`src/rtl/core/pva_pkg.sv`:
```
// Shared types and constants for the priority voice allocator.
// Used by every module under rtl/core; depends on nothing else.
package pva_pkg;

  // Number of playback channels in the table.
  localparam int NUM_CHANNELS = 2;
  localparam int CH_W = (NUM_CHANNELS > 1) ? $clog2(NUM_CHANNELS) : 1;
  localparam logic [CH_W-1:0] LAST_CH = CH_W'(NUM_CHANNELS - 1);

  localparam int SND_W  = 8;
  localparam int POS_W  = 24;
  localparam int PRIO_W = 8;
  localparam int TICK_W = 16;
  localparam int CHO_W  = 4;
  localparam int SAVE_W = PRIO_W + POS_W + POS_W + SND_W;

  localparam logic [7:0] NUM_SOUNDS_RST = 8'd13;

  typedef logic [CH_W-1:0] ch_idx_t;

  typedef enum logic [2:0] {
    OP_PLAY    = 3'd0,
    OP_TICK    = 3'd1,
    OP_CLEAR   = 3'd2,
    OP_SAVE    = 3'd3,
    OP_RESTORE = 3'd4
  } pva_op_e;

  typedef enum logic [2:0] {
    TW_PLAY    = 3'd0,
    TW_ADV     = 3'd1,
    TW_CLEAR   = 3'd2,
    TW_SAVE    = 3'd3,
    TW_RESTORE = 3'd4
  } tbl_op_e;

  typedef enum logic [5:0] {
    S_IDLE  = 6'b000001,
    S_SCAN  = 6'b000010,
    S_PLACE = 6'b000100,
    S_TICK  = 6'b001000,
    S_BULK  = 6'b010000,
    S_RESP  = 6'b100000
  } pva_state_e;

  typedef struct packed {
    logic [2:0]        op;
    logic [SND_W-1:0]  sound_id;
    logic [PRIO_W-1:0] priority_req;
    logic [POS_W-1:0]  sound_length;
    logic [TICK_W-1:0] tick_bytes;
  } pva_in_t;

  typedef struct packed {
    logic              accepted;
    logic [CHO_W-1:0]  channel;
    logic [SND_W-1:0]  out_sound;
    logic [POS_W-1:0]  read_position;
    logic [TICK_W-1:0] amount;
    logic              last;
  } pva_out_t;

  // One channel as read from the table.
  typedef struct packed {
    logic [SND_W-1:0]  sound;
    logic [POS_W-1:0]  pos;
    logic [POS_W-1:0]  len;
    logic [PRIO_W-1:0] prio;
  } pva_chan_t;

  // Write command from the sequencer to the table.
  typedef struct packed {
    logic              en;
    tbl_op_e           op;
    ch_idx_t           addr;
    logic [SND_W-1:0]  sound;
    logic [POS_W-1:0]  len;
    logic [POS_W-1:0]  pos;
    logic [PRIO_W-1:0] prio;
  } tbl_wr_t;

  // Results of the shared per-channel unit.
  typedef struct packed {
    logic              left_zero;
    logic [POS_W-1:0]  left;
    logic [TICK_W-1:0] amount;
    logic [POS_W-1:0]  next_pos;
    logic              better;
  } pva_step_t;

endpackage

```
`src/rtl/core/pva_step_unit.sv`:
```
// Shared per-channel arithmetic: bytes remaining, tick amount, advanced
// position and the lowest-priority comparison. Depends on pva_pkg.
module pva_step_unit (
  input  pva_pkg::pva_chan_t           chan_i,
  input  logic [pva_pkg::TICK_W-1:0]   tick_i,
  input  logic [pva_pkg::PRIO_W-1:0]   min_val_i,
  input  logic [pva_pkg::POS_W-1:0]    min_diff_i,
  input  logic                         first_i,
  output pva_pkg::pva_step_t           step_o
);
  import pva_pkg::*;

  logic [POS_W-1:0] left;
  logic [TICK_W-1:0] amount;

  assign left = (chan_i.pos >= chan_i.len) ? '0 : (chan_i.len - chan_i.pos);
  assign amount = (left > POS_W'(tick_i)) ? tick_i : left[TICK_W-1:0];

  assign step_o.left_zero = (left == '0);
  assign step_o.left      = left;
  assign step_o.amount    = amount;
  assign step_o.next_pos  = chan_i.pos + POS_W'(amount);
  // The first channel visited always sets the running minimum.
  assign step_o.better    = first_i || (chan_i.prio < min_val_i) ||
                            ((chan_i.prio == min_val_i) && (left < min_diff_i));

endmodule

```
`src/rtl/core/pva_chan_table.sv`:
```
// Channel table and its saved copy, one write port and one read port.
// Depends on pva_pkg.
module pva_chan_table (
  input  logic                clk_i,
  input  logic                rst_ni,
  input  pva_pkg::tbl_wr_t    wr_i,
  input  pva_pkg::ch_idx_t    rd_idx_i,
  output pva_pkg::pva_chan_t  rd_o
);
  import pva_pkg::*;

  logic [SND_W-1:0]  sound_q [NUM_CHANNELS];
  logic [POS_W-1:0]  pos_q   [NUM_CHANNELS];
  logic [POS_W-1:0]  len_q   [NUM_CHANNELS];
  logic [PRIO_W-1:0] prio_q  [NUM_CHANNELS];
  logic [SAVE_W-1:0] saved_q [NUM_CHANNELS];

  always_ff @(posedge clk_i or negedge rst_ni) begin
    if (!rst_ni) begin
      for (int c = 0; c < NUM_CHANNELS; c++) begin
        sound_q[c] <= '0;
        pos_q[c]   <= '0;
        len_q[c]   <= '0;
        prio_q[c]  <= '0;
        saved_q[c] <= '0;
      end
    end else if (wr_i.en) begin
      unique case (wr_i.op)
        TW_PLAY: begin
          sound_q[wr_i.addr] <= wr_i.sound;
          pos_q[wr_i.addr]   <= '0;
          len_q[wr_i.addr]   <= wr_i.len;
          prio_q[wr_i.addr]  <= wr_i.prio;
        end
        TW_ADV: begin
          pos_q[wr_i.addr] <= wr_i.pos;
        end
        TW_CLEAR: begin
          pos_q[wr_i.addr] <= '0;
          len_q[wr_i.addr] <= '0;
        end
        TW_SAVE: begin
          saved_q[wr_i.addr] <= {prio_q[wr_i.addr], len_q[wr_i.addr],
                                 pos_q[wr_i.addr], sound_q[wr_i.addr]};
          pos_q[wr_i.addr]   <= '0;
          len_q[wr_i.addr]   <= '0;
        end
        TW_RESTORE: begin
          sound_q[wr_i.addr] <= saved_q[wr_i.addr][SND_W-1:0];
          pos_q[wr_i.addr]   <= saved_q[wr_i.addr][SND_W+POS_W-1:SND_W];
          len_q[wr_i.addr]   <= saved_q[wr_i.addr][SND_W+2*POS_W-1:SND_W+POS_W];
          prio_q[wr_i.addr]  <= saved_q[wr_i.addr][SAVE_W-1:SAVE_W-PRIO_W];
        end
        default: ;
      endcase
    end
  end

  assign rd_o.sound = sound_q[rd_idx_i];
  assign rd_o.pos   = pos_q[rd_idx_i];
  assign rd_o.len   = len_q[rd_idx_i];
  assign rd_o.prio  = prio_q[rd_idx_i];

endmodule

```
`src/rtl/core/priority_voice_allocator.sv`:
```
// Top level of the priority voice allocator: sequencer, output register and
// the num_sounds register. Depends on pva_pkg, pva_step_unit, pva_chan_table.
//
//   Channel  Signals                          Direction  Moves
//   in       in_valid_i/in_ready_o/in_data_i  input      one request beat
//   out      out_valid_o/out_ready_i/out_data_o output   one result beat
//   cfg      cfg_we_i/cfg_wdata_i             input      num_sounds write
//
// The sequencer walks the channels one per cycle through one shared step unit;
// a tick walk holds on its channel while the output register is full and not taken.
// in_ready_o is high only while the sequencer is idle.
// A full output register that is not taken stalls the sequencer on the beat.
// Reset clears the table, the saved copy and sets num_sounds to 13.
module priority_voice_allocator (
  input  logic              clk_i,
  input  logic              rst_ni,
  input  logic              in_valid_i,
  output logic              in_ready_o,
  input  pva_pkg::pva_in_t  in_data_i,
  output logic              out_valid_o,
  input  logic              out_ready_i,
  output pva_pkg::pva_out_t out_data_o,
  input  logic              cfg_we_i,
  input  logic [7:0]        cfg_wdata_i
);
  import pva_pkg::*;

  pva_state_e        state_q, state_d;
  pva_in_t           req_q, req_d;
  ch_idx_t           idx_q, idx_d;
  ch_idx_t           pick_q, pick_d;
  logic              found_q, found_d;
  logic              first_q, first_d;
  logic [PRIO_W-1:0] min_val_q, min_val_d;
  logic [POS_W-1:0]  min_diff_q, min_diff_d;
  logic              resp_acc_q, resp_acc_d;
  logic [7:0]        num_sounds_q;
  logic              out_valid_q;
  pva_out_t          out_data_q;

  logic              out_free;
  logic              emit;
  logic              place_ok;
  pva_out_t          emit_data;
  tbl_wr_t           tbl_wr;
  pva_chan_t         chan_rd;
  pva_step_t         step;

  pva_chan_table u_table (
    .clk_i    (clk_i),
    .rst_ni   (rst_ni),
    .wr_i     (tbl_wr),
    .rd_idx_i (idx_q),
    .rd_o     (chan_rd)
  );

  pva_step_unit u_step (
    .chan_i     (chan_rd),
    .tick_i     (req_q.tick_bytes),
    .min_val_i  (min_val_q),
    .min_diff_i (min_diff_q),
    .first_i    (first_q),
    .step_o     (step)
  );

  assign out_free   = !out_valid_q || out_ready_i;
  assign in_ready_o = (state_q == S_IDLE);
  assign place_ok   = found_q || (req_q.priority_req >= min_val_q);

  always_comb begin
    state_d    = state_q;
    req_d      = req_q;
    idx_d      = idx_q;
    pick_d     = pick_q;
    found_d    = found_q;
    first_d    = first_q;
    min_val_d  = min_val_q;
    min_diff_d = min_diff_q;
    resp_acc_d = resp_acc_q;
    emit       = 1'b0;
    emit_data  = '0;
    tbl_wr     = '0;
    tbl_wr.op  = TW_PLAY;
    tbl_wr.addr = idx_q;

    unique case (state_q)
      S_IDLE: begin
        if (in_valid_i) begin
          req_d   = in_data_i;
          idx_d   = '0;
          found_d = 1'b0;
          first_d = 1'b1;
          case (in_data_i.op)
            OP_PLAY: begin
              if (in_data_i.sound_id >= num_sounds_q) begin
                resp_acc_d = 1'b0;
                state_d    = S_RESP;
              end else begin
                state_d = S_SCAN;
              end
            end
            OP_TICK: state_d = S_TICK;
            OP_CLEAR, OP_SAVE, OP_RESTORE: state_d = S_BULK;
            default: begin
              resp_acc_d = 1'b0;
              state_d    = S_RESP;
            end
          endcase
        end
      end
      S_SCAN: begin
        if (step.left_zero) begin
          // The first finished channel wins outright.
          pick_d  = idx_q;
          found_d = 1'b1;
          state_d = S_PLACE;
        end else begin
          if (step.better) begin
            pick_d     = idx_q;
            min_val_d  = chan_rd.prio;
            min_diff_d = step.left;
            first_d    = 1'b0;
          end
          if (idx_q == LAST_CH) begin
            state_d = S_PLACE;
          end else begin
            idx_d = idx_q + 1'b1;
          end
        end
      end
      S_PLACE: begin
        if (out_free) begin
          emit           = 1'b1;
          emit_data.last = 1'b1;
          if (place_ok) begin
            emit_data.accepted  = 1'b1;
            emit_data.channel   = CHO_W'(pick_q);
            emit_data.out_sound = req_q.sound_id;
            tbl_wr.en    = 1'b1;
            tbl_wr.op    = TW_PLAY;
            tbl_wr.addr  = pick_q;
            tbl_wr.sound = req_q.sound_id;
            tbl_wr.len   = req_q.sound_length;
            tbl_wr.prio  = req_q.priority_req;
          end
          state_d = S_IDLE;
        end
      end
      S_TICK: begin
        if (out_free) begin
          emit                    = 1'b1;
          emit_data.accepted      = 1'b1;
          emit_data.channel       = CHO_W'(idx_q);
          emit_data.out_sound     = chan_rd.sound;
          emit_data.read_position = chan_rd.pos;
          emit_data.amount        = step.amount;
          emit_data.last          = (idx_q == LAST_CH);
          tbl_wr.en  = 1'b1;
          tbl_wr.op  = TW_ADV;
          tbl_wr.pos = step.next_pos;
          if (idx_q == LAST_CH) begin
            state_d = S_IDLE;
          end else begin
            idx_d = idx_q + 1'b1;
          end
        end
      end
      S_BULK: begin
        tbl_wr.en = 1'b1;
        case (req_q.op)
          OP_SAVE:    tbl_wr.op = TW_SAVE;
          OP_RESTORE: tbl_wr.op = TW_RESTORE;
          default:    tbl_wr.op = TW_CLEAR;
        endcase
        if (idx_q == LAST_CH) begin
          resp_acc_d = 1'b1;
          state_d    = S_RESP;
        end else begin
          idx_d = idx_q + 1'b1;
        end
      end
      S_RESP: begin
        if (out_free) begin
          emit               = 1'b1;
          emit_data.accepted = resp_acc_q;
          emit_data.last     = 1'b1;
          state_d            = S_IDLE;
        end
      end
      default: state_d = S_IDLE;
    endcase
  end

  always_ff @(posedge clk_i or negedge rst_ni) begin
    if (!rst_ni) begin
      state_q      <= S_IDLE;
      idx_q        <= '0;
      pick_q       <= '0;
      found_q      <= 1'b0;
      first_q      <= 1'b1;
      min_val_q    <= '0;
      min_diff_q   <= '0;
      resp_acc_q   <= 1'b0;
      num_sounds_q <= NUM_SOUNDS_RST;
      out_valid_q  <= 1'b0;
    end else begin
      state_q    <= state_d;
      idx_q      <= idx_d;
      pick_q     <= pick_d;
      found_q    <= found_d;
      first_q    <= first_d;
      min_val_q  <= min_val_d;
      min_diff_q <= min_diff_d;
      resp_acc_q <= resp_acc_d;
      if (cfg_we_i) begin
        num_sounds_q <= cfg_wdata_i;
      end
      if (emit) begin
        out_valid_q <= 1'b1;
      end else if (out_ready_i) begin
        out_valid_q <= 1'b0;
      end
    end
  end

  always_ff @(posedge clk_i) begin
    req_q <= req_d;
    if (emit) begin
      out_data_q <= emit_data;
    end
  end

  assign out_valid_o = out_valid_q;
  assign out_data_o  = out_data_q;

  // A new beat never overwrites one that is still waiting.
  a_no_overwrite: assert property (@(posedge clk_i) disable iff (!rst_ni)
    emit |-> (!out_valid_q || out_ready_i))
    else $error("result beat overwritten before it was taken");

  a_idx_range: assert property (@(posedge clk_i) disable iff (!rst_ni)
    idx_q <= LAST_CH)
    else $error("channel walk index out of range");

  a_idle_no_write: assert property (@(posedge clk_i) disable iff (!rst_ni)
    (state_q == S_IDLE) |-> !tbl_wr.en)
    else $error("table written while idle");

  a_state_onehot: assert property (@(posedge clk_i) disable iff (!rst_ni)
    $onehot(state_q))
    else $error("sequencer state is not one-hot");

  a_tick_walk: assert property (@(posedge clk_i) disable iff (!rst_ni)
    (in_valid_i && in_ready_o && (in_data_i.op == OP_TICK)) |=>
      ((state_q == S_TICK) && (idx_q == '0)))
    else $error("tick did not start its channel walk at channel zero");

endmodule
```
`config.mk`:
```
export PLATFORM = sky130hd
export DESIGN_NAME = priority_voice_allocator
export DESIGN_NICKNAME = d
export VERILOG_FILES = /design/src/rtl/core/pva_pkg.sv /design/src/rtl/core/pva_step_unit.sv /design/src/rtl/core/pva_chan_table.sv /design/src/rtl/core/priority_voice_allocator.sv
export SDC_FILE = /design/constraint.sdc
export NUM_CORES = 1
export LEC_CHECK = 0
export BUFFER_PORTS_ARGS = -buffer_cell sky130_fd_sc_hd__buf_2
export CAP_MARGIN = 20
export CORE_ASPECT_RATIO = 0.7
export CORE_MARGIN = 1.5
export CORE_UTILIZATION = 40
export DETAILED_ROUTE_END_ITERATION = 8
export GPL_ROUTABILITY_DRIVEN = 0
export PLACE_DENSITY_LB_ADDON = 0.2
export SYNTH_ARGS = -nofsm -noshare
export SYNTH_HDL_FRONTEND = slang
export SYNTH_SLANG_ARGS = --single-unit
```
`constraint.sdc`:
```
create_clock -name clk_i -period 10.75 [get_ports clk_i]
set_input_delay 0.5375 -clock clk_i [delete_from_list [all_inputs] [get_ports clk_i]]
set_output_delay 0.5375 -clock clk_i [all_outputs]
set_load 0.1 [all_outputs]
```
==> impl_metrics.py <==
metrics = {
    "run_status": {
        "status": "finished, violations left",
        "failed_checks": "negative hold slack",
    },
    "synth": {
        "yosys-mux-area-fraction": 0.117,
        "synth-simple-area-share": 0.0915,
        "ys_seq_elements": 418,
        "synth.distinct_cells": 85,
        "synth.cell_area_um2": 21500,
        "yosys.cell_count.top_type": "dfrtp_1",
        "synth_xor_xnor_area_share": 0.0131,
        "syn_inst": 1902,
        "synth_top_family_by_area": "compound AO/OA/AOI/OAI gates",
        "ys_warn_count": 0,
        "async_reset_ff_frac": 0.737,
        "yosysTopAreaCell": "dfrtp_1",
        "synthAdderAreaFrac": 0.0619,
        "synth_ff_type": "dfrtp_1",
        "synth_edf_count": 110,
        "yosys-top-cells-area": "dfrtp_1 35%, edfxtp_1 15%, mux2_2 8.9%, ha_1 6.0%, o21ai_0 2.9%",
        "netlist_top_cells_count": "303 x dfrtp_1, 170 x mux2_2, 125 x nor2_1, 124 x o21ai_0, 115 x nand2_1",
        "syn_area_per_cell_um2": 11.3,
        "ys_seq_area_frac": 0.514,
        "synth_compound_area_frac": 0.166,
        "synth_top_area_share": 0.353,
    },
    "clock_tree": {
        "ctsResizeCount": 0,
        "holdBufCountCts": 0,
        "cts.reportedPaths.clkPinSlew_ns": 0.06,
        "cts_root_buf": "clkbuf_16",
        "cts_buffer_depth": 3,
        "cts_tree": "done",
        "cts_max_level": 2,
        "numClockSinks": 418,
        "numCtsBuffers": 44,
        "cts_setup_buffers": 0,
        "insertion_delay_ns": 0.60,
    },
    "worst_setup_path": {
        "crit_slowest_cell": "a21boi_0",
        "crit_family": "compound AO/OA/AOI/OAI gates",
        "path_buf_inv": 2,
        "cp_max_fo": 27,
        "critical_path_required_ns": 11.21,
        "crit_path_frequent_cell": "ha_1",
        "crit_arrival_ns": 10.17,
        "path_class": "reg -> reg",
        "cp_slowest_stage_delay_ns": 0.82,
        "startpoint_type": "register",
        "end_kind": "register",
    },
    "floorplan": {
        "die_h_um": 197,
        "start_util": 0.408,
        "die-area_um2": 55100,
        "row_count": 70,
        "die_w_um": 280,
        "ios": 128,
        "core_area_um2": 52600,
    },
    "power": {
        "leakage_nw": 11.0,
        "pwr_density_cell_nw_per_um2": 272,
        "peakVddDrop_uv": 139,
    },
    "run": {
        "maxCapViolations": 0,
    },
    "detailed_routing": {
        "vias": 16000,
        "drtAntennaViolNets": 0,
        "dr_wl_met2_um": 27300,
        "wl_met1_um": 31600,
        "drt_iter0_markers": 1556,
        "top_layer": "met4",
        "viasPerCell": 5.90,
        "drc": 0,
        "drt_wl_total_um": 64300,
        "met3_length_um": 4390,
        "drt_first_pass_iters": 7,
        "wl_per_cell_um": 23.7,
    },
    "timing": {
        "hold_viol_final": 16,
        "fmax_mhz": 103,
        "min_period_ns": 9.72,
        "worstMarginPinSlew_ns": 1.06,
        "setup_viol": 0,
        "tns_ns": 0,
        "period_share": 0.904,
        "maxSlewHeadroom": 0.296,
        "worst_hold_slack_ns": -0.0428,
        "setup_ws_ns": 1.03,
        "skew_ns": 0.0381,
        "rsz0062_at_grt": "false",
        "final_max_slew_viol_count": 0,
    },
    "finish": {
        "layout-drive-gt1-share": 0.213,
        "final_nets": 2174,
        "area_growth_pct": 13.4,
        "finalNonFillerCells": 2717,
        "final_util": 0.463,
        "n_antenna_cell": 0,
    },
    "global_routing": {
        "antenna_found_initial": 0,
        "grt_pass1_vias": 15800,
        "grt_pass1_wl_um": 98300,
        "overflow": 0,
        "grt_util_all_layers": 0.235,
        "grt_max_degree": 98,
    },
    "placed_design": {
        "dp_slack_ns": 1.37,
        "numPortBuffers": 124,
        "dpl.hpwl_um": 44100,
        "placedCellCount": 2635,
    },
    "worst_hold_path": {
        "hold_class": "in -> async",
    },
}
-- final timing paths --
check                               startpoint  cells after the start  slack [ns]                 to
setup reg to reg                         idx_q                     28        1.03  u_table.pos_q[17]
max in group asynchronous               rst_ni                      3        8.48  u_table.pos_q[35]
hold / removal                          rst_ni                      1       -0.04  u_table.prio_q[1]
hold reg to reg            u_table.saved_q[78]                      2        0.46  u_table.pos_q[30]
setup / recovery                         idx_q                     28        1.03  u_table.pos_q[17]
min in group clk_i               in_data_i[26]                      1        0.12          req_q[26]
-- logic make-up after synthesis --
family,count (synthesis)
AO/OA/AOI/OAI,512
buffers and inverters,199
AND/OR/NAND/NOR,411
adder cells (fa/ha/maj),105
XOR/XNOR,32
flip-flops,418
multiplexers,224
other,1
-- state kept, by name, summed over array words and instances (netlist names) --
signal,count
first_q,1
found_q,1
idx_q,1
min_diff_q,24
min_val_q,8
num_sounds_q,8
out_data_o,51
out_valid_o,1
pick_q,1
req_q,59
resp_acc_q,1
state_q,6
u_table.len_q,48
u_table.pos_q,48
u_table.prio_q,16
u_table.saved_q,128
u_table.sound_q,16
-- layout by cell type, fill, tap and decap left out, types with 13 or more instances in the layout --
cell type,Yosys,routed
o21ai_0,124,123
and2_1,33,32
edfxtp_1,110,110
a221o_1,33,33
nor3_1,24,23
nand2_1,115,115
nand3_1,24,24
nor2_1,125,122
buf_2,12,123
mux2i_1,38,38
a21oi_1,75,75
o21ai_1,15,13
mux2_2,170,170
a21o_1,25,25
nand2b_1,15,14
ha_1,103,103
xnor2_1,17,17
nand4_1,14,14
xor2_1,15,15
a22oi_1,75,75
clkbuf_16,0,46
and3_1,14,13
buf_4,3,28
o2bb2ai_1,35,35
inv_1,93,92
dfrtp_1,303,302
-- per-layer routing --
layer | up-vias | track usage
li1 | 7242 | -
met1 | 8195 | 0.359
met2 | 523 | 0.340
met3 | 74 | 0.0480
met4 | 0 | 0.0519
met5 | - | 0
-- worst reg2reg max path, delay by kind of cell (launching register included) --
kind            cells  cell delay, ns
mux                 2            1.28
compound gates     17            5.45
simple gates        3            0.46
xor+xnor            1            0.22
flops               1            0.79
buf+inv             2            0.29
fa+ha+maj           3            1.06
-- where the power goes --
part	internal [mW]	switching (mW)	total, mW	leakage [nW]
clock network	0.916	0.656	1.57	0.728
registers	1.89	0.189	2.08	5.25
logic	0.937	2.03	2.96	5.01
total	3.74	2.87	6.61	11.0
-- final cells by class --
class	count	area, um^2
Inverter	93	349
Clock buffer	63	1290
Fill cell	4823	28200
Clock inverter	19	211
Tap cell	684	856
Sequential cell	418	11000
Timing Repair Buffer	153	861
Multi-Input combinational cell	1287	9730
-- metrics by stage --
stage | area [um^2] | power [mW]
after detailed placement | 22800 | 4.96
after CTS | 24300 | 6.56
final | 24300 | 6.61
after global placement | 22800 | 4.94
after floorplan | 21500 | 4.04
after global routing | 24300 | 6.93
(Power assumes the default switching activity.)
